`config.mk`:
```
export PLATFORM = sky130hd
export DESIGN_NAME = lru_cache_set_lookup
export DESIGN_NICKNAME = d
export VERILOG_FILES = /design/src/rtl/lcsl_pkg.sv /design/src/rtl/lru_cache_set_lookup.sv
export SDC_FILE = /design/constraint.sdc
export NUM_CORES = 1
export LEC_CHECK = 0
export BUFFER_PORTS_ARGS = -buffer_cell sky130_fd_sc_hd__buf_2
export CORE_UTILIZATION = 47
export CTS_CLUSTER_DIAMETER = 80
export DETAILED_ROUTE_END_ITERATION = 12
export GPL_ROUTABILITY_DRIVEN = 0
export PLACE_DENSITY = 0.62
export SETUP_SLACK_MARGIN = 0.3
export SYNTH_ARGS = -nofsm -noshare
export SYNTH_HDL_FRONTEND = slang
export SYNTH_SLANG_ARGS = --single-unit
```
`constraint.sdc`:
```
create_clock -name clk -period 38.4 [get_ports clk]
set_input_delay 9.6 -clock clk [delete_from_list [all_inputs] [get_ports clk]]
set_output_delay 9.6 -clock clk [all_outputs]
set_load 0.01 [all_outputs]
```
`src/rtl/lcsl_pkg.sv`:
```
// Shared types and constants for the LRU cache set lookup.
// No dependencies; imported by lru_cache_set_lookup, lcsl_checker and the testbench.
package lcsl_pkg;

    localparam int WAYS     = 8;
    localparam int TAG_BITS = 32;
    localparam int TAG_IN_W = 32;
    localparam int CFG_W    = 4;
    localparam int AGE_W    = (WAYS > 1) ? $clog2(WAYS) : 1;
    localparam int IDX_W    = (WAYS > 1) ? $clog2(WAYS) : 1;
    localparam int CNT_W    = $clog2(WAYS + 1);

    typedef logic [TAG_IN_W-1:0] tag_in_t;
    typedef logic [TAG_BITS-1:0] tag_t;
    typedef logic [CFG_W-1:0]    cfg_t;
    typedef logic [AGE_W-1:0]    age_t;
    typedef logic [IDX_W-1:0]    way_idx_t;
    typedef logic [CNT_W-1:0]    way_cnt_t;

    localparam age_t AGE_MAX = age_t'(WAYS - 1);

    // Keep the low TAG_BITS bits of the port, zero above the port width.
    function automatic tag_t to_tag(input tag_in_t t);
        tag_t r;
        r = '0;
        for (int i = 0; i < TAG_BITS; i++)
        begin
            if (i < TAG_IN_W)
            begin
                r[i] = t[i];
            end
        end
        return r;
    endfunction

endpackage

```
`src/rtl/lru_cache_set_lookup.sv`:
```
// One set of a set-associative cache with true LRU ages: lookup, fill, evict.
// Depends on lcsl_pkg.
//
//  channel | signals                      | direction | transfer
//  --------+------------------------------+-----------+---------------------------
//  in      | in_valid, in_stall, tag      | to block  | in_valid && !in_stall
//  out     | out_valid, out_stall, hit    | from block| out_valid && !out_stall
//  cfg     | cfg_valid, cfg_ready,        | to block  | cfg_valid && cfg_ready
//          | ways_in_use                  |           |
//
// One item per cycle while the result is not stalled; each item passes from the input register to the result register.
// The lookup, victim choice and age update for all ways sit between the input
// register and the result register; the set state is updated on the same edge.
// Reset: all ways invalid, ways_in_use = 8; no clearing pass.
// A stalled result holds; the input register keeps taking items until it also
// holds an item that cannot move on.
module lru_cache_set_lookup (
    input  logic              clk,
    input  logic              rst_n,
    input  logic              in_valid,
    output logic              in_stall,
    input  lcsl_pkg::tag_in_t tag,
    output logic              out_valid,
    input  logic              out_stall,
    output logic              hit,
    input  logic              cfg_valid,
    output logic              cfg_ready,
    input  lcsl_pkg::cfg_t    ways_in_use
);
    import lcsl_pkg::*;

    logic              s1_valid_reg, s1_valid_next;
    tag_t              s1_tag_reg;
    logic              out_valid_reg, out_valid_next;
    logic              hit_reg, hit_next;
    cfg_t              ways_reg, ways_next;
    logic [WAYS-1:0]   valid_reg, valid_next;
    age_t              age_reg  [WAYS];
    age_t              age_next [WAYS];
    tag_t              tags_reg [WAYS];

    logic              advance;
    logic              in_accept;
    way_cnt_t          n_eff;
    logic [WAYS-1:0]   active;
    logic              hit_found, free_found, old_found;
    way_idx_t          hit_sel, free_sel, old_sel, sel;
    age_t              old_age, hit_age;

    assign advance   = s1_valid_reg && (!out_valid_reg || !out_stall);
    assign in_stall  = s1_valid_reg && !advance;
    assign in_accept = in_valid && !in_stall;
    assign cfg_ready = 1'b1;
    assign out_valid = out_valid_reg;
    assign hit       = hit_reg;

    // Effective associativity: zero acts as one, values above WAYS clamp.
    always_comb
    begin
        if (ways_reg == '0)
        begin
            n_eff = way_cnt_t'(1);
        end
        else if (32'(ways_reg) > 32'(WAYS))
        begin
            n_eff = way_cnt_t'(WAYS);
        end
        else
        begin
            n_eff = way_cnt_t'(ways_reg);
        end
        for (int w = 0; w < WAYS; w++)
        begin
            active[w] = 32'(w) < 32'(n_eff);
        end
    end

    // Hit search, first free way and lowest-numbered oldest way.
    always_comb
    begin
        hit_found  = 1'b0;
        hit_sel    = '0;
        free_found = 1'b0;
        free_sel   = '0;
        old_found  = 1'b0;
        old_sel    = '0;
        old_age    = '0;
        for (int w = 0; w < WAYS; w++)
        begin
            if (active[w] && valid_reg[w])
            begin
                if (!hit_found && tags_reg[w] == s1_tag_reg)
                begin
                    hit_found = 1'b1;
                    hit_sel   = way_idx_t'(w);
                end
                if (!old_found || age_reg[w] > old_age)
                begin
                    old_found = 1'b1;
                    old_age   = age_reg[w];
                    old_sel   = way_idx_t'(w);
                end
            end
            else if (active[w] && !free_found)
            begin
                free_found = 1'b1;
                free_sel   = way_idx_t'(w);
            end
        end
        if (hit_found)
        begin
            sel = hit_sel;
        end
        else if (free_found)
        begin
            sel = free_sel;
        end
        else
        begin
            sel = old_sel;
        end
        hit_age = age_reg[hit_sel];
    end

    always_comb
    begin
        s1_valid_next  = in_accept || (s1_valid_reg && !advance);
        out_valid_next = advance || (out_valid_reg && out_stall);
        hit_next       = advance ? hit_found : hit_reg;
        ways_next      = (cfg_valid && cfg_ready) ? ways_in_use : ways_reg;
        valid_next     = valid_reg;
        for (int w = 0; w < WAYS; w++)
        begin
            age_next[w] = age_reg[w];
            if (advance)
            begin
                if (way_idx_t'(w) == sel)
                begin
                    age_next[w]   = '0;
                    valid_next[w] = 1'b1;
                end
                else if (active[w] && valid_reg[w] && age_reg[w] < AGE_MAX
                         && (!hit_found || age_reg[w] < hit_age))
                begin
                    age_next[w] = age_t'(age_reg[w] + age_t'(1));
                end
            end
        end
    end

    always_ff @(posedge clk or negedge rst_n)
    begin
        if (!rst_n)
        begin
            s1_valid_reg  <= 1'b0;
            out_valid_reg <= 1'b0;
            hit_reg       <= 1'b0;
            ways_reg      <= cfg_t'(8);
            valid_reg     <= '0;
            for (int w = 0; w < WAYS; w++)
            begin
                age_reg[w] <= '0;
            end
        end
        else
        begin
            s1_valid_reg  <= s1_valid_next;
            out_valid_reg <= out_valid_next;
            hit_reg       <= hit_next;
            ways_reg      <= ways_next;
            valid_reg     <= valid_next;
            for (int w = 0; w < WAYS; w++)
            begin
                age_reg[w] <= age_next[w];
            end
        end
    end

    // Payload: input tag and the stored tags.
    always_ff @(posedge clk)
    begin
        if (in_accept)
        begin
            s1_tag_reg <= to_tag(tag);
        end
        if (advance && !hit_found)
        begin
            tags_reg[sel] <= s1_tag_reg;
        end
    end

endmodule

```
# After elaboration in Yosys (flattened, before gate mapping)
# Memory sizes are Yosys's and may differ from the RTL's.
# Index checks and enable logic that the tools add are counted.
[classes]
n_addsub = 8
order_cmp = 33
eq_ne = 15
n_mux = 125
bitwise = 1
n_reduce_logical = 113
[ops]
columns = ["cell", "n"]
rows = [
  ["32-bit == test", 8],
  ["3-bit two-way mux", 69],
  ["1-bit two-way mux", 53],
  ["1-bit logical AND", 43],
  ["2-bit AND reduction", 16],
  ["1-bit zero test", 26],
  ["3-bit by 1-bit adder with 3-bit output, second input constant", 8],
  ["3-bit less-than comparator", 8],
  ["3-bit less-than comparator, second input constant", 8],
  ["3-bit > comparator", 7],
  ["1-bit logical OR", 18],
  ["3-bit by 4-bit less-than comparator with 1-bit output, first input constant", 4],
  ["2-bit nonzero test", 8],
  ["3-bit == test, first input constant", 4],
  ["3-bit binary-select mux with 3-bit select", 1],
  ["1-bit by 4-bit less-than comparator with 1-bit output, first input constant", 2],
  ["2-bit by 4-bit less-than comparator with 1-bit output, first input constant", 2],
  ["4-bit two-way mux", 2],
  ["2-bit by 3-bit == test with 1-bit output, first input constant", 2],
  ["4-bit >= comparator, second input constant", 1],
  ["4-bit > comparator, second input constant", 1],
  ["4-bit zero test", 1],
  ["3-bit inverter with 4-bit output", 1],
  ["1-bit by 3-bit == test with 1-bit output, first input constant", 1],
  ["3-bit zero test", 1],
]
[word_totals]
register_bits = 71
ram_bits = 256
inputBits = 41
word_cells = 317
memories = 1
[mem_list]
columns = ["name", "words", "word_bits", "read_ports", "rd_ports_with_merged_regs", "write_ports", "line", "rtl"]
rows = [
  ["tags_reg", 8, 32, 8, 0, 1, "lru_cache_set_lookup.sv:40", "tag_t tags_reg [WAYS];"],
]

# Depth between registers and ports, before layout
# Gate-level depths: netlist (run 1).
[depth]
ltp_word = 43
ltp_mapped = 56
depth_no_buf = 55

# Least setup slack after synthesis (run 1)
# Ideal clock, no wire load.
[synth_path]
path_type = "input to output"
start = "input port out_stall"
end = "output port in_stall"
t_arrival_ps = 9776
slack_ps = 19024
cell_stages = 2
path_cell_list = "nand3_1 inv_1"
[synth_via]
elab_chain_cells = 5
[synth_lines]
columns = ["element", "line", "rtl"]
rows = [
  ["from (decl)", "lru_cache_set_lookup.sv:24", "input logic out_stall,"],
  ["1-bit zero test", "lru_cache_set_lookup.sv:50", "assign advance = s1_valid_reg && (!out_valid_reg || !out_stall);"],
  ["1-bit logical OR", "lru_cache_set_lookup.sv:50", ""],
  ["1-bit logical AND", "lru_cache_set_lookup.sv:50", ""],
  ["1-bit zero test", "lru_cache_set_lookup.sv:51", "assign in_stall = s1_valid_reg && !advance;"],
  ["1-bit logical AND", "lru_cache_set_lookup.sv:51", ""],
  ["to (decl)", "lru_cache_set_lookup.sv:21", "output logic in_stall,"],
]
# Every way passes these cells.

# Final worst setup path (run 1)
# Same ends and word-level chain as after synthesis.

==> results by group, run 1 <==
Drt
  – Post-route ant nets: 0
  – DR vias/cell: around 5.8
  – DR vias: 10520
  – Wire per inst: 22.57 um
  – Final wirelength: 40800 um
  – Initial DRC Count: around 740
  – DR DRC count: 0
  – First-pass DRT Iterations: 5

Placed design
  – HPWL after detailed placement: roughly 28000 um
  – Buffers on Ports: 43

STA
  – Total negative slack: 0 ns
  – Slew Limit Fails: 0
  – Post-layout min period: 19.57 ns
  – Period utilization: around half
  – Fin. Hold Viols: 0
  – Clock skew: approximately 0.015 ns
  – F_max: about 0.051 GHz
  – RSZ-0062 raised after global routing: false
  – Setup violations, final: 0
  – Worst slew pin tran: 1.110 ns
  – Worst slew margin: between 20 and 30%

GRT
  – Vias in the first global route: around 10000
  – Overflow after GRT: 0
  – GRT Total Usage: about a quarter
  – Largest net degree at the start of global routing: 40
  – Initial antenna violation count: 1
  – First-pass GRT wire length: 61650 um
  – GR Layer Usage met3: 4.060%
  – Met1 Use GR: around 32%
  – GR met2 Demand/Resource: a little over a third
  – Most crowded layer after global routing: met2

Worst setup path
  – Startpoint types: input port
  – Cell repeated most along the worst path: buf_2
  – Crit path required time: roughly 29 ns
  – Crit path max fanout: 3
  – Critical-path top delay cell: buf_2
  – CP bufs+invs: 3
  – Crit-path max cell delay: ~0.13 ns
  – Cell family contributing the most delay on the critical path: buffers and inverters
  – WS Path Type: input port to primary output
  – Crit. End Element: primary output
  – CP arrival: around 10 ns
  – Critical path cell sequence: buf_2, nand3_1, inv_1, buf_2

Clock network
  – TritonCTS buffer count: 36
  – Gates resized, CTS repair: 0
  – H-tree lvl count: 2
  – Clock Path Buffers: 3
  – Clock Pin Slew Worst Setup and Hold Paths: approximately 0.06 ns
  – Clk root buf: clkbuf_16
  – CTS tree: yes
  – Worst-Skew Late Latency: approximately 0.54 ns
  – Post-CTS Hold Buffers: 0
  – Post-CTS setup buffers: 0
  – Num Clock Sinks: around 330

Die
  – I/O pin count: 45
  – Die ar.: between 30000 and 40000 sq um
  – Core Rows: 67
  – Die Span Y: roughly 190 um
  – Core box area: between 30000 and 40000 sq um
  – Initial core utilization: about half
  – DIE WIDTH: between 150 and 200 um

Logic synthesis
  – Synth Flop Type: edfxtp_1
  – #FFs+latches synth: around 330
  – Synth Warn #: 0
  – Cell area after synthesis: approximately 16000 sq um
  – Asr flop ratio synth: a little under an eighth
  – Post-synth EDFFs: around 290
  – Syn_nets: 1349
  – Post-synthesis sequential area ratio: 59.05%
  – Cells after synthesis: around 1300
  – Avg Inst Size Synth: 12.91 sq um
  – Synth cell types: 79

Final layout
  – Final Util: between 50% and 60%
  – Number of flip-flops under the largest register name: roughly 260
  – Area grow syn2layout: 12.08%
  – Fraction of final layout cells sized beyond drive strength 1: about an eighth
  – ANT cells: 0
  – Most frequent cells in the layout: edfxtp_1, xnor2_1, xor2_1
  – Fin nets: about 1400
  – FILL cells: 2900
  – Commonest non-fill, non-tap cell in the layout: edfxtp_1

Hold path
  – Hold Crit Class: flip-flop to flip-flop

Run status
  – Run status: complete, no violations

Flow run
  – Max-cap violations: 0
==> logic make-up after synthesis <==
| logic type | count (synthesis) | synth area share, % |
|---|---|---|
| XOR/XNOR | 258 | 13.86 |
| buffers and inverters | 77 | 2.295 |
| other | 1 | 0.02301 |
| multiplexers | 26 | 1.704 |
| AO/OA/AOI/OAI | 159 | 6.671 |
| adder cells (fa/ha/maj) | 45 | 3.454 |
| flip-flops | 327 | 59.05 |
| AND/OR/NAND/NOR | 370 | 12.93 |
==> cell usage after synthesis, drive strengths merged (31+ instances only) <==
library cell	number	area share, %
xor2	122	6.6
xnor2	136	7.3
nand2	52	1.2
nand4	62	2.4
dfrtp	38	5.8
a21oi	31	1.1
nand3	32	0.98
edfxtp	288	53
inv	34	0.78
o21ai	41	1.3
nor4	58	2.4
nor2	50	1.2
buf	38	1.4
ha	45	3.5
==> per-stage QoR <==
stage | std cells | hold slack, ns | cell area, sq um | worst slack, ns
final | 1808 | 0.4638 | 18270 | 18.83
after global routing | 1808 | 0.4900 | 18270 | 18.79
after CTS | 1808 | 0.4688 | 18270 | 18.83
after detailed placement | 1745 | 0.4551 | 17140 | 18.83
after global placement | 1745 | 0.4320 | 17140 | 18.82
after floorplan | 1263 | 0.4370 | 16300 | 19.02
==> area by class of cell <==
type                            instances  area, sq um  share of cell area [%]
Clock buffer                           44        952.2                   5.212
Inverter                               34        127.6                  0.6986
Clock inverter                         19        176.4                  0.9657
Multi-Input combinational cell        859         6356                   34.79
Tap cell                              448        560.5                   3.068
Sequential cell                       327         9625                   52.69
Timing Repair Buffer                   77        470.5                   2.575
==> worst paths after layout <==
kind	from	endpoint	slack, ns	cells after the start
worst max register to register	valid_reg[0]	tags_reg[0][28]	25.42	51
max in group asynchronous	rst_n	age_reg[6]	28.57	1
min in group asynchronous	rst_n	valid_reg[1]	9.22	1
worst min-delay path	s1_tag_reg[4]	tags_reg[4][4]	0.46	0
worst max-delay path	out_stall	in_stall	18.83	4
worst min register to register	s1_tag_reg[4]	tags_reg[4][4]	0.46	0
==> metal layers <==
metal	vias up	share of wire [%]
met1	5198	45
met5	-	0
li1	4892	-
met4	0	3.3
met3	76	6.2
met2	357	45
Power of run 1 is left out: the tool's default activity adds up to more than one toggle a clock period on the data nets, which glitch-free logic cannot reach.
==> inputs of run 2 (changes only) <==
--- a/config.mk
+++ b/config.mk
@@ -10,7 +10,7 @@
 export CTS_CLUSTER_DIAMETER = 80
 export DETAILED_ROUTE_END_ITERATION = 12
 export GPL_ROUTABILITY_DRIVEN = 0
-export PLACE_DENSITY = 0.62
+export PLACE_DENSITY = 0.64
 export SETUP_SLACK_MARGIN = 0.3
 export SYNTH_ARGS = -nofsm -noshare
 export SYNTH_HDL_FRONTEND = slang
==> constraint.sdc (replaced) <==
create_clock -name clk -period 16 [get_ports clk]
set_input_delay 4 -clock clk [delete_from_list [all_inputs] [get_ports clk]]
set_output_delay 4 -clock clk [all_outputs]
set_load 0.01 [all_outputs]
==> results by group, run 2 (synthesized netlist as in run 1, its figures left out) <==
Worst setup path
  – Worst Setup SP: valid_reg[0]
  – Crit-path max cell delay: ~0.83 ns
  – CP bufs+invs: 2
  – CP arrival: 12.92 ns
  – WS Path Type: flip-flop to flip-flop
  – Cell family contributing the most delay on the critical path: compound AO/OA/AOI/OAI gates
  – Critical-path top delay cell: nor2_4
  – Crit. End Element: flip-flop
  – Crit path max fanout: 32
  – Cell repeated most along the worst path: o21ai_0
  – Startpoint types: flip-flop
  – Crit path required time: roughly 16 ns
  – RR Startpoint: valid_reg[0]

Placed design
  – HPWL after detailed placement: between 20000 and 30000 um
  – Buffers on Ports: 43

STA
  – Total negative slack: 0 ns
  – Worst slew pin tran: roughly 1.2 ns
  – RSZ-0062 raised after global routing: false
  – Setup violations, final: 0
  – Clock skew: between 0.015 and 0.02 ns
  – Slew Limit Fails: 0
  – Post-layout min period: approximately 13 ns
  – Period utilization: about four fifths
  – F_max: about 0.078 GHz
  – Fin. Hold Viols: 0
  – Worst slew margin: 20.88%

Final layout
  – Fin nets: 1420
  – Commonest non-fill, non-tap cell in the layout: edfxtp_1
  – FILL cells: between 2000 and 3000
  – Most frequent cells in the layout: edfxtp_1, xnor2_1, xor2_1
  – Number of flip-flops under the largest register name: 256
  – Area grow syn2layout: 12.07%
  – Multi-input gate area: between 6000 and 7000 sq um
  – ANT cells: 0
  – Fraction of final layout cells sized beyond drive strength 1: roughly an eighth
  – Sequential Area: about 9600 sq um

Drt
  – Initial DRC Count: 1134
  – Metal-1 WL: 19080 um
  – DR vias/cell: around 5.9
  – Final wirelength: approximately 42000 um
  – Highest layer used for signal routing: met4
  – First-pass DRT Iterations: 8
  – DR vias: 10660
  – DR DRC count: 0
  – Wire per inst: roughly 23 um
  – Met3 wire length: roughly 2600 um
  – Post-route ant nets: 0
  – Wire length on met2: about 19000 um

Die
  – Core box area: ~34000 sq um
  – DIE WIDTH: approximately 190 um
  – I/O pin count: 45
  – Core Rows: 67
  – Initial core utilization: between 40% and 50%
  – Die Span Y: ~190 um
  – Die ar.: ~35000 sq um

Clock network
  – Worst-Skew Late Latency: between 0.5 and 0.6 ns
  – Clk root buf: clkbuf_16
  – TritonCTS buffer count: 37
  – Clock Pin Slew Worst Setup and Hold Paths: 0.05 ns
  – Gates resized, CTS repair: 0
  – CTS tree: yes
  – H-tree lvl count: 2
  – Post-CTS setup buffers: 0
  – Num Clock Sinks: 327
  – Clock Path Buffers: 3
  – Post-CTS Hold Buffers: 0

Run status
  – Run status: complete, no violations

GRT
  – Overflow after GRT: 0
  – Vias in the first global route: a little over 10000
  – GRT Total Usage: about a quarter
  – First-pass GRT wire length: roughly 64000 um
  – Largest net degree at the start of global routing: 40
  – Initial antenna violation count: 1

Flow run
  – Max-cap violations: 0

Hold path
  – Hold Crit Class: flip-flop to flip-flop
  – Hold Path Origin: valid_reg[7]
[run 2: cell count changes in the layout (fill, tap and decap cells not counted)]
cell and delta:
buf_4 -2, clkinv_8 -1, clkinv_1 -2, inv_6 +1
clkinv_2 +1, clkbuf_1 +4, clkinv_4 -1, clkbuf_16 +1
clkinvlp_4 -1
[run 2: metal layers]
layer	vias to the layer above	GRT usage, %
met5	-	0
met2	392	37.01
met1	5291	34.39
li1	4891	-
met4	0	9.381
met3	88	3.855
[run 2: per-stage QoR]
step | cells | setup WS [ns] | util (%) | hold slack, ns | area [sq um]
after floorplan | 1263 | 3.938 | - | 0.4370 | 16300
after detailed placement | 1743 | 3.652 | 50.57 | 0.4805 | 17130
after global placement | 1743 | 4.219 | 50.57 | 0.4799 | 17130
final | 1808 | 3.242 | 53.94 | 0.4890 | 18270
after CTS | 1808 | 3.616 | 53.94 | 0.4926 | 18270
after global routing | 1808 | 2.475 | 53.94 | 0.5293 | 18270
[run 2: path summary, 6_finish.rpt]
path	end	cells past startpoint	slack [ns]
max	tags_reg[2][22]	51	3.24
min in group asynchronous	age_reg[14]	1	3.62
min	valid_reg[7]	2	0.49
max in group asynchronous	age_reg[5]	1	11.79
max reg2reg	tags_reg[2][22]	51	3.24
min reg2reg	valid_reg[7]	2	0.49
[run 2: layout make-up]
| cell class | instances | area share (%) |
|---|---|---|
| Sequential cell | 327 | 52.69 |
| Inverter | 34 | 0.6986 |
| Tap cell | 448 | 3.068 |
| Clock buffer | 49 | 5.432 |
| Clock inverter | 16 | 0.8219 |
| Multi-Input combinational cell | 859 | 34.79 |
| Timing Repair Buffer | 75 | 2.493 |
[run 2: worst min-delay path: stages (launching register included)]
cell and delay (ns):
dfrtp_1 0.34, inv_1 0.06, nand2_1 0.05
Power of run 2 is left out for the same reason.
==> inputs of run 3 (changes only) <==
--- a/config.mk
+++ b/config.mk
@@ -5,12 +5,13 @@
 export SDC_FILE = /design/constraint.sdc
 export NUM_CORES = 1
 export LEC_CHECK = 0
+export ABC_AREA = 1
 export BUFFER_PORTS_ARGS = -buffer_cell sky130_fd_sc_hd__buf_2
 export CORE_UTILIZATION = 47
 export CTS_CLUSTER_DIAMETER = 80
 export DETAILED_ROUTE_END_ITERATION = 12
 export GPL_ROUTABILITY_DRIVEN = 0
-export PLACE_DENSITY = 0.64
+export PLACE_DENSITY = 0.62
 export SETUP_SLACK_MARGIN = 0.3
 export SYNTH_ARGS = -nofsm -noshare
 export SYNTH_HDL_FRONTEND = slang
==> constraint.sdc (replaced) <==
create_clock -name clk -period 12.21 [get_ports clk]
set_input_delay 3.0525 -clock clk [delete_from_list [all_inputs] [get_ports clk]]
set_output_delay 3.0525 -clock clk [all_outputs]
set_load 0.01 [all_outputs]
==> results by group, run 3 <==
Run status
  – Run status: finished with violations
  – Failing checks: DRC

Final layout
  – Sequential Area: just under 10000 sq um
  – FILL cells: between 3000 and 4000
  – Area grow syn2layout: 11.47%
  – Most frequent cells in the layout: nand2_1, edfxtp_1, nor2_1
  – Fraction of final layout cells sized beyond drive strength 1: 11.12%
  – ANT cells: 0
  – Commonest non-fill, non-tap cell in the layout: nand2_1
  – Multi-input gate area: 7575 sq um
  – Fin nets: roughly 2300
  – Number of flip-flops under the largest register name: about 260

Drt
  – First-pass DRT Iterations: 10
  – DR DRC count: 1
  – Wire per inst: just over 20 um
  – DR vias: 14480
  – Initial DRC Count: 1547
  – Final wirelength: 55250 um
  – DR vias/cell: about 5.3
  – Post-route ant nets: 0

STA
  – Clock skew: 0.01634 ns
  – Worst slew pin tran: around 1.0 ns
  – Total negative slack: 0 ns
  – Fin. Hold Viols: 0
  – Setup violations, final: 0
  – RSZ-0062 raised after global routing: false
  – Worst slew margin: between 30% and 40%
  – F_max: between 0.09 and 0.1 GHz
  – Period utilization: a little over four fifths
  – Slew Limit Fails: 0
  – Post-layout min period: 10.37 ns

Die
  – I/O pin count: 45
  – Die ar.: about 40000 sq um
  – DIE WIDTH: ~200 um
  – Initial core utilization: between 40 and 50%
  – Core Rows: approximately 70
  – Core box area: ~39000 sq um
  – Die Span Y: between 150 and 200 um

Clock network
  – Worst-Skew Late Latency: 0.56 ns
  – Clock Path Buffers: 3
  – Post-CTS setup buffers: 0
  – Clock Pin Slew Worst Setup and Hold Paths: about 0.060 ns
  – Num Clock Sinks: 327
  – H-tree lvl count: 2
  – Gates resized, CTS repair: 0
  – Post-CTS Hold Buffers: 0
  – TritonCTS buffer count: 40
  – Clk root buf: clkbuf_16
  – CTS tree: yes

Flow run
  – Max-cap violations: 0

Worst setup path
  – Cell repeated most along the worst path: nand2_1
  – Crit path required time: roughly 12 ns
  – WS Path Type: flip-flop to flip-flop
  – Crit path max fanout: 32
  – Critical-path top delay cell: nor2_4
  – CP arrival: roughly 11 ns
  – Crit. End Element: flip-flop
  – Startpoint types: flip-flop
  – Crit-path max cell delay: ~0.82 ns

Logic synthesis
  – Post-synthesis sequential area ratio: 52.26%
  – Post-synth EDFFs: between 200 and 300
  – Area leader, netlist: edfxtp_1
  – Syn_nets: 2176
  – Cell area after synthesis: approximately 18000 sq um
  – Cells after synthesis: roughly 2100
  – Top post-synthesis cells by area: edfxtp_1, nand2_1, dfrtp_1
  – Most common cell in the netlist: nand2_1
  – Synth Warn #: 0
  – Synth cell types: 51
  – #FFs+latches synth: 327
  – Avg Inst Size Synth: roughly 9 sq um
  – Synth Flop Type: edfxtp_1
  – Asr flop ratio synth: a little under an eighth
  – Area share of the largest cell type after synthesis: approximately 47%
  – Synth cell count leaders: nand2_1, edfxtp_1, nor2_1, inv_1, nand3_1

GRT
  – Largest net degree at the start of global routing: 40
  – Vias in the first global route: roughly 14000
  – Initial antenna violation count: 0
  – GRT Total Usage: between 20% and 30%
  – Overflow after GRT: 0
  – First-pass GRT wire length: between 80000 and 90000 um

Placed design
  – Buffers on Ports: 43
  – HPWL after detailed placement: about 39000 um

Hold path
  – Hold Crit Class: flip-flop to flip-flop
==> run 3: routing by layer <==
metal | GRT usage (%) | vias up | wire length, um
met5 | 0 | - | 0
met4 | 11.37 | 0 | 2027
met3 | 3.965 | 106 | 4418
met2 | 44.53 | 638 | 24740
met1 | 40.01 | 6808 | 24070
li1 | - | 6931 | -
==> run 3: cell families after synthesis <==
logic type,Yosys count,share of synthesized area (%)
other,1,0.02036
XOR/XNOR,154,7.322
buffers and inverters,299,6.949
AO/OA/AOI/OAI,82,2.581
AND/OR/NAND/NOR,1182,27.82
adder cells (fa/ha/maj),45,3.057
flip-flops,327,52.26
==> run 3: critical path, delay by kind of cell (launching register included) <==
family	cells	cell delay (ns)
fa+ha+maj	7	2.38
buf+inv	1	0.12
simple gates	30	4.09
flops	1	0.49
compound gates	21	2.87
==> run 3: final cells by class <==
class                      count  share of cell area, %
sequential                   327                  46.88
multi-input combinational   1464                  36.89
clock buffer                  48                  5.222
inverter                     263                  4.838
tap                          518                  3.156
timing repair buffer          69                  1.999
clock inverter                23                  1.018
==> run 3: per-stage QoR <==
stage               instance area [sq um]  util, %  hold slack (ns)  setup WS (ns)  instances
global route                        20530    53.13           0.4722         0.6906       2712
CTS                                 20530    53.13           0.4612          2.015       2712
floorplan                           18420        -           0.4470          2.864       2090
global placement                    19250    49.82           0.4362          2.508       2641
finish                              20530    53.13           0.4591          1.837       2712
detailed placement                  19250    49.82           0.4483          2.057       2641
==> run 3: worst paths after layout <==
check	from	end	slack [ns]	depth (start not counted)
setup reg to reg	valid_reg[0]	tags_reg[2][29]	1.84	59
hold / removal	s1_tag_reg[22]	tags_reg[1][22]	0.46	0
setup / recovery	valid_reg[0]	tags_reg[2][29]	1.84	59
max in group asynchronous	rst_n	s1_valid_reg	8.97	1
hold reg to reg	s1_tag_reg[22]	tags_reg[1][22]	0.46	0
min in group asynchronous	rst_n	valid_reg[5]	2.65	1
Power of run 3 is left out for the same reason.
